==> src/hw/rtl/apnh_pkg.sv <==
// ----------------------------------------------------------------------------
// apnh_pkg
// Shared types, constants and helper functions of the archive path name hash.
// ----------------------------------------------------------------------------
package apnh_pkg;

  localparam int MAX_LEN = 255;
  localparam int CNT_W   = $clog2(MAX_LEN + 1);

  typedef logic [CNT_W-1:0] cnt_t;

  localparam logic [31:0] MUL_K = 32'h0001_003F;

  localparam logic [7:0] CH_UPPER_A = 8'h41;
  localparam logic [7:0] CH_UPPER_Z = 8'h5A;
  localparam logic [7:0] CASE_BIT   = 8'h20;
  localparam logic [7:0] CH_SLASH   = 8'h2F;
  localparam logic [7:0] CH_BSLASH  = 8'h5C;
  localparam logic [7:0] CH_DOT     = 8'h2E;

  localparam logic [23:0] EXT_KF  = 24'h2E6B66;
  localparam logic [31:0] EXT_NIF = 32'h2E6E6966;
  localparam logic [31:0] EXT_DDS = 32'h2E646473;
  localparam logic [31:0] EXT_WAV = 32'h2E776176;

  localparam logic [31:0] FLAG_KF  = 32'h0000_0080;
  localparam logic [31:0] FLAG_NIF = 32'h0000_8000;
  localparam logic [31:0] FLAG_DDS = 32'h0000_8080;
  localparam logic [31:0] FLAG_WAV = 32'h8000_0000;

  typedef struct packed {
    logic [63:0] name_hash;
    logic        too_long;
  } apnh_result_t;

  // Lowercase ASCII letters and turn forward slash into backslash.
  function automatic logic [7:0] fold_char(input logic [7:0] b);
    logic [7:0] c;
    c = b;
    if (c >= CH_UPPER_A && c <= CH_UPPER_Z) c = c + CASE_BIT;
    if (c == CH_SLASH) c = CH_BSLASH;
    return c;
  endfunction

  // One multiply-add hash step, modulo 2^32.
  function automatic logic [31:0] mix(input logic [31:0] h, input logic [7:0] c);
    return h * MUL_K + {24'd0, c};
  endfunction

endpackage

==> src/hw/rtl/apnh_state.sv <==
// ----------------------------------------------------------------------------
// apnh_state
// Per-path hash state: takes one beat per step and forms the final hash.
// ----------------------------------------------------------------------------
module apnh_state (
  input  logic                  clk,
  input  logic                  rst,
  input  logic                  step,
  input  logic [7:0]            path_byte,
  input  logic                  no_char,
  input  logic                  last,
  output apnh_pkg::apnh_result_t result
);
  import apnh_pkg::*;

  typedef struct packed {
    cnt_t        count;
    logic [7:0]  first_char;
    logic [15:0] recent;
    logic [31:0] lagged;
    cnt_t        saved_len;
    logic [31:0] saved_lo;
    logic [31:0] saved_mid;
    logic        dot_seen;
    logic [31:0] ext_hash;
    logic [31:0] ext_chars;
    cnt_t        ext_len;
    logic        overflow;
  } state_t;

  state_t st;
  state_t st_next;

  function automatic logic [31:0] low_word(input cnt_t n, input logic [15:0] rc,
                                           input logic [7:0] fc);
    logic [7:0] second;
    second = (n > cnt_t'(2)) ? rc[15:8] : 8'h00;
    if (n == '0) return 32'd0;
    return {fc, 8'(n), second, rc[7:0]};
  endfunction

  logic [7:0]  c;
  cnt_t        p;
  logic [31:0] lo;
  logic [31:0] mid;
  logic [31:0] ext;

  always_comb begin
    st_next = st;
    c       = fold_char(path_byte);
    p       = st.count;
    if (!no_char) begin
      if (p >= cnt_t'(MAX_LEN)) begin
        st_next.overflow = 1'b1;
      end else begin
        if (c == CH_DOT) begin
          st_next.saved_len = p;
          st_next.saved_lo  = low_word(p, st.recent, st.first_char);
          st_next.saved_mid = st.lagged;
          st_next.dot_seen  = 1'b1;
          st_next.ext_hash  = {24'd0, c};
          st_next.ext_chars = {24'd0, c};
          st_next.ext_len   = cnt_t'(1);
        end else if (st.dot_seen) begin
          // extension length never passes the char count, so no wrap
          st_next.ext_hash  = mix(st.ext_hash, c);
          st_next.ext_chars = {st.ext_chars[23:0], c};
          st_next.ext_len   = st.ext_len + cnt_t'(1);
        end
        if (p == '0) st_next.first_char = c;
        if (p >= cnt_t'(3)) st_next.lagged = mix(st.lagged, st.recent[15:8]);
        st_next.recent = {st.recent[7:0], c};
        st_next.count  = p + cnt_t'(1);
      end
    end

    // final hash from the updated state
    ext = 32'd0;
    if (st_next.dot_seen) begin
      lo  = st_next.saved_lo;
      mid = (st_next.saved_len > cnt_t'(3)) ? st_next.saved_mid : 32'd0;
      ext = st_next.ext_hash;
      if (st_next.ext_len == cnt_t'(3) && st_next.ext_chars[23:0] == EXT_KF) begin
        lo = lo | FLAG_KF;
      end else if (st_next.ext_len == cnt_t'(4)) begin
        if (st_next.ext_chars == EXT_NIF)      lo = lo | FLAG_NIF;
        else if (st_next.ext_chars == EXT_DDS) lo = lo | FLAG_DDS;
        else if (st_next.ext_chars == EXT_WAV) lo = lo | FLAG_WAV;
      end
    end else begin
      lo  = low_word(st_next.count, st_next.recent, st_next.first_char);
      mid = (st_next.count > cnt_t'(3)) ? st_next.lagged : 32'd0;
    end
    result.name_hash = {mid + ext, lo};
    result.too_long  = st_next.overflow;
  end

  always_ff @(posedge clk) begin
    if (rst) begin
      st <= '0;
    end else if (step) begin
      st <= last ? state_t'('0) : st_next;
    end
  end

`ifndef ASSERT_OFF
  a_count_bound: assert property (@(posedge clk) disable iff (rst)
    st.count <= cnt_t'(MAX_LEN))
    else $error("char count passed the maximum path length");

  a_ext_in_path: assert property (@(posedge clk) disable iff (rst)
    st.dot_seen |-> (st.saved_len + st.ext_len == st.count))
    else $error("name and extension lengths do not add up to the path");

  a_clear_after_last: assert property (@(posedge clk) disable iff (rst)
    (step && last) |=> (st.count == '0 && !st.overflow && !st.dot_seen))
    else $error("state not cleared after the final beat");
`endif

endmodule

==> src/hw/rtl/archive_path_name_hash_core.sv <==
// ----------------------------------------------------------------------------
// archive_path_name_hash_core
// Streaming 64-bit archive name hash of a path, one byte per beat.
// ----------------------------------------------------------------------------
// The path streams in one byte per input beat; the beat with last set closes
// the path and yields one result beat holding the 64-bit name hash and the
// too_long flag. A beat with no_char set carries no character (pair it with
// last to close an empty path, which hashes to zero). The core takes one beat
// every cycle while in_stall is low: an input register feeds a single stage
// of hash logic (one constant multiply-add per byte) whose output goes to a
// result register that loads as the final beat leaves it. in_stall
// rises only while a final beat sits in the input register and the result
// register still holds an earlier result that the sink is stalling; bytes
// that do not end a path keep flowing even then. Characters past MAX_LEN are
// dropped and flagged through too_long.
module archive_path_name_hash_core (
  input  logic        clk,
  input  logic        rst,
  input  logic        in_valid,
  output logic        in_stall,
  input  logic [7:0]  path_byte,
  input  logic        no_char,
  input  logic        last,
  output logic        out_valid,
  input  logic        out_stall,
  output logic [63:0] name_hash,
  output logic        too_long
);
  import apnh_pkg::*;

  // input register
  logic       s1_valid;
  logic [7:0] s1_byte;
  logic       s1_no_char;
  logic       s1_last;
  logic       s1_go;

  apnh_result_t result;

  // A non-final beat always advances; a final beat needs room in the
  // result register.
  assign s1_go    = s1_valid && (!s1_last || !out_valid || !out_stall);
  assign in_stall = s1_valid && !s1_go;

  always_ff @(posedge clk) begin
    if (rst) begin
      s1_valid <= 1'b0;
    end else if (!in_stall) begin
      s1_valid <= in_valid;
    end
  end

  // hold payload while stalled, capture on every accepted beat
  always_ff @(posedge clk) begin
    if (in_valid && !in_stall) begin
      s1_byte    <= path_byte;
      s1_no_char <= no_char;
      s1_last    <= last;
    end
  end

  apnh_state u_state (
    .clk       (clk),
    .rst       (rst),
    .step      (s1_go),
    .path_byte (s1_byte),
    .no_char   (s1_no_char),
    .last      (s1_last),
    .result    (result)
  );

  // result register: load on a final beat, drop once the sink takes it
  always_ff @(posedge clk) begin
    if (rst) begin
      out_valid <= 1'b0;
    end else if (s1_go && s1_last) begin
      out_valid <= 1'b1;
    end else if (!out_stall) begin
      out_valid <= 1'b0;
    end
  end

  always_ff @(posedge clk) begin
    if (s1_go && s1_last) begin
      name_hash <= result.name_hash;
      too_long  <= result.too_long;
    end
  end

`ifndef ASSERT_OFF
  a_stall_cause: assert property (@(posedge clk) disable iff (rst)
    in_stall |-> (s1_valid && s1_last && out_valid && out_stall))
    else $error("input stalled without a blocked final beat");

  a_last_loads: assert property (@(posedge clk) disable iff (rst)
    (s1_go && s1_last) |=> out_valid)
    else $error("final beat did not produce a result");

  a_no_phantom: assert property (@(posedge clk) disable iff (rst)
    (out_valid && !$past(out_valid)) |-> $past(s1_valid && s1_last))
    else $error("result appeared without a final beat");

  a_no_overwrite: assert property (@(posedge clk) disable iff (rst)
    (out_valid && out_stall) |-> !(s1_go && s1_last))
    else $error("pending result would be overwritten");
`endif

endmodule
==> config.mk <==
export PLATFORM = sky130hd
export DESIGN_NAME = archive_path_name_hash_core
export DESIGN_NICKNAME = d
export VERILOG_FILES = /design/src/hw/rtl/apnh_pkg.sv /design/src/hw/rtl/apnh_state.sv /design/src/hw/rtl/archive_path_name_hash_core.sv
export SDC_FILE = /design/constraint.sdc
export NUM_CORES = 2
export LEC_CHECK = 0
export BUFFER_PORTS_ARGS = -buffer_cell sky130_fd_sc_hd__buf_2
export CORE_AREA = 5 5 263 265
export CTS_BUF_LIST = sky130_fd_sc_hd__clkbuf_16
export CTS_CLUSTER_SIZE = 25
export DETAILED_ROUTE_END_ITERATION = 7
export DIE_AREA = 0 0 268 270
export PLACE_DENSITY = 0.55
export SLEW_MARGIN = 20
export SYNTH_ARGS = -nofsm -noshare
export SYNTH_HDL_FRONTEND = slang
export SYNTH_HIERARCHICAL = 1
export SYNTH_SLANG_ARGS = --single-unit
==> constraint.sdc <==
create_clock -name clk -period 8 [get_ports clk]
set_input_delay 0.4 -clock clk [delete_from_list [all_inputs] [get_ports clk]]
set_output_delay 0.4 -clock clk [all_outputs]
set_load 0.005 [all_outputs]
==> impl_results.md <==
* Status: complete, no violations
* Startpoint Class: flop
* Drt drc at 0
* Starting density of the core at 0.3962
* Internal power at 2.520 mW
* Maxcap violations at 0
* CTS tree: done
* Initial antenna violation count at 3
* Fin crit share at 0.9850
* Leakage at 14.50 nW
* Maximum vdd ir drop at 0.0001209 V
* Worst Setup End Kind: flop
* Final Max Tran Viols at 0
* Placed cells at 3,851
* Async set-reset flop share out of synthesis at 0
* Post-synthesis cell area at 26,370 um^2
* Post-route ant nets at 0
* Nets at 3,623
* Final Critical Period at 7880 ps
* Combinational Power Share at 0.053
* Critical-path top delay cell: fa_1
* RSZ-0062 raised after global routing: yes
* Final setup vio count at 0
* Chip Width at 268 um
* Vias at 21,730
* First-pass GRT wire length at 125.9 mm
* Sequential share of the synthesized area at 0.2448
* WP data required at 8310 ps
* Clk sinks at 285
* Worst Path Max Fanout at 4
* Clock root cell: clkbuf_16
* Area grow syn2layout at 15.64%
* Synth Flop Type: dfxtp_1
* Largest net degree at the start of global routing at 85
* #FFs+latches synth at 285
* Later-pin clock latency in the skew report at 570 ps
* Vias per std cell at 5.517
* Vias in the first global route at 21,830
* Slew HR at 0.3069
* Kind of cell adding the most delay to the critical path: adder cells
* Post-Route WL at 79.92 mm
* Setup_tns at 0 ps
* Share of cells above drive strength 1 at 0.1348
* Count of non-filler cells in the finished layout at 3,939
* Syn_nets at 3,453
* Cell Pwr Density at 110.6 nW/um^2
* YS warnings at 6
* DRT Pass-1 Iters at 8
* Peak Freq at 0.1269 GHz
* Core Region at 66,560 um^2
* H-Tree Depth at 2
* Total I/O pin count at 81
* WP data arrival at 8190 ps
* Sw frac at 0.2530
* IO Port Bufs at 80
* Post-synth EDFFs at 75
* Avg WL per Cell at 20.29 um
* Clock Skew at 23.49 ps
* DRT iter0 DRCs at 1,695
* Avg Inst Size Synth at 9.208 um^2
* Fin. Hold Viols at 0
* Critical path class: flop to flop
* CTS buffer count at 38
* CTS max path bufs at 3
* HP Class: input pin to flop
* Post-Syn Instances at 2,864
* Row Count at 95
* Seq pwr share at 0.445
* Least-Margin Pin Slew at 1036 ps
* Clock power share at 0.502
* Detail Placement HPWL at 59.87 mm
* Synth unique cells at 83
* CP Buf/Inv Count at 5
* Switching pwr at 0.8533 mW
* Worst-path clk slew at 60 ps
* CP peak stage delay at 570 ps
* DIE HEIGHT at 270 um
* Area of the die at 72,360 um^2
* Total gr overflow at 0
* All-Layer GR Usage at 0.2169
* GPL Wtd Cong at 0.9179
## final cells by class
cell class / count / area [um^2]
timing repair buffer: 250 / 1718
antenna: 2 / 5.005
sequential: 285 / 6456
tap: 873 / 1092
clock inverter: 32 / 275.3
fill: 6341 / 36070
inverter: 420 / 1578
multi-input combinational: 2039 / 18420
clock buffer: 38 / 950.9
## flip-flops by register name (all words and copies together) (netlist names)
register	count
name_hash	64
out_valid	1
s1_byte	8
s1_last	1
s1_no_char	1
s1_valid	1
too_long	1
u_state/p	8
u_state/st	200
## worst paths after layout
path / startpoint / end / slack, ps / depth (start not counted)
setup / recovery: s1_byte[2] / name_hash[63] / 120 / 36
hold / removal: path_byte[1] / s1_byte[1] / 40 / 1
setup reg to reg: s1_byte[2] / name_hash[63] / 120 / 36
hold reg to reg: u_state/st[145] / u_state/st[145] / 450 / 2
## layer usage
metal / global-route usage / share of wire / up-vias
met2: 0.3530 / 0.47 / 682
met1: 0.3082 / 0.45 / 10720
met4: 0.04680 / 0.026 / 2
met3: 0.03216 / 0.062 / 118
li1: - / - / 10210
met5: 0 / 0.000088 / -
## timing repair
item | 4_1_cts | 5_1_grt
endpoints found under the hold margin | 6 | 0
buffers inserted | 0 | 10
setup endpoints to repair | 13 | 15
pin swaps | 6 | 45
hold buffers | 6 | 0
gates resized for setup | 22 | 85
## layout by cell type, fill, tap and decap left out, types with 8 or more instances in the layout
cell type / synthesis / final
ha_1: 318 / 308
a21oi_1: 167 / 144
fa_1: 257 / 255
and3_1: 16 / 15
nor3_1: 27 / 26
o21bai_1: 14 / 12
a31oi_1: 11 / 9
nor2_2: 2 / 8
o21ai_2: 1 / 12
a32oi_1: 8 / 8
nand4_1: 17 / 17
a211oi_1: 16 / 13
or3_1: 11 / 9
nand3_1: 75 / 75
xnor2_1: 75 / 75
nor2b_1: 13 / 13
clkinv_1: 1 / 8
a21o_1: 39 / 39
mux2i_1: 51 / 51
buf_2: 13 / 79
edfxtp_1: 75 / 75
ha_4: 0 / 8
inv_1: 418 / 423
o21a_1: 15 / 15
nand2b_1: 11 / 9
xor2_1: 29 / 29
o22ai_1: 36 / 36
a22o_1: 9 / 9
nor2_1: 322 / 314
a22oi_1: 155 / 154
o21ai_0: 67 / 54
buf_4: 0 / 161
nand2_1: 120 / 118
clkbuf_16: 0 / 38
a21oi_2: 0 / 17
o211ai_1: 20 / 20
dfxtp_1: 210 / 210
o21ai_1: 11 / 11
## worst register-to-register path: cells and delay by family, from the launching register on
family,cells,cell delay [ps]
AND/OR/NAND/NOR,9,1580
XOR/XNOR,1,70
AO/OA/AOI/OAI,14,2400
buffers and inverters,5,470
adder cells (fa/ha/maj),7,2720
flip-flops,1,380
## logic make-up (layout without fill, tap and decap cells)
| group | Yosys count | after routing | synth area share |
|---|---|---|---|
| AND/OR/NAND/NOR | 660 | 660 | 0.1123 |
| AO/OA/AOI/OAI | 649 | 649 | 0.1655 |
| adder cells (fa/ha/maj) | 575 | 575 | 0.3460 |
| buffers and inverters | 540 | 740 | 0.07752 |
| flip-flops | 285 | 285 | 0.2448 |
| XOR/XNOR | 104 | 104 | 0.03454 |
| multiplexers | 51 | 51 | 0.01936 |
| other | 0 | 2 | 0 |
## power by group through the flow
stage	clock network (mW)	registers (mW)	logic, mW
after global placement	0	1.53	0.169
final	1.69	1.50	0.179
after detailed placement	0	1.53	0.170
after floorplan	0	1.53	0.0920
after global routing	1.79	1.50	0.193
after CTS	1.73	1.50	0.174
## through the flow
stage | worst slack [ps] | utilization | instance area (um^2) | hold WS [ps] | total power, mW
6_report | 119.8 | 0.4582 | 30500 | 39.95 | 3.373
5_1_grt | -272.4 | 0.4581 | 30490 | 18.06 | 3.485
4_1_cts | -14.51 | 0.4511 | 30030 | 6.657 | 3.410
3_5_place_dp | -371.3 | 0.4306 | 28660 | 445.0 | 1.703
3_3_place_gp | -239.8 | 0.4306 | 28660 | 441.6 | 1.702
2_1_floorplan | 63.63 | - | 26380 | 430.8 | 1.625
## cell usage after synthesis, drive strengths merged, types with 5 or more instances
| master | instances | share of area |
|---|---|---|
| a211oi | 16 | 0.0046 |
| xnor2 | 75 | 0.025 |
| buf | 23 | 0.0039 |
| o21ai | 79 | 0.015 |
| a222oi | 5 | 0.0019 |
| nand3 | 75 | 0.014 |
| nand2 | 122 | 0.018 |
| o21bai | 14 | 0.0040 |
| xor2 | 29 | 0.0096 |
| o31ai | 9 | 0.0026 |
| dfxtp | 210 | 0.16 |
| nand4 | 17 | 0.0040 |
| nor4 | 7 | 0.0017 |
| a311oi | 5 | 0.0017 |
| a22o | 9 | 0.0030 |
| a21o | 39 | 0.011 |
| a21oi | 168 | 0.032 |
| nor2 | 324 | 0.046 |
| o21a | 15 | 0.0043 |
| or4 | 6 | 0.0020 |
| ha | 318 | 0.15 |
| nor2b | 13 | 0.0031 |
| o32ai | 6 | 0.0020 |
| mux2i | 51 | 0.019 |
| and3 | 16 | 0.0038 |
| nand2b | 11 | 0.0026 |
| o22ai | 38 | 0.0095 |
| a211o | 6 | 0.0020 |
| or3 | 11 | 0.0026 |
| a2bb2oi | 5 | 0.0017 |
| a31oi | 11 | 0.0026 |
| o211ai | 20 | 0.0057 |
| and2 | 8 | 0.0019 |
| inv | 418 | 0.059 |
| fa | 257 | 0.20 |
| nor3b | 6 | 0.0017 |
| a22oi | 155 | 0.044 |
| edfxtp | 75 | 0.085 |
| nor3 | 31 | 0.0066 |
| clkbuf | 97 | 0.014 |
| a32oi | 8 | 0.0027 |
No activity file was read; power rests on OpenSTA's default activity.
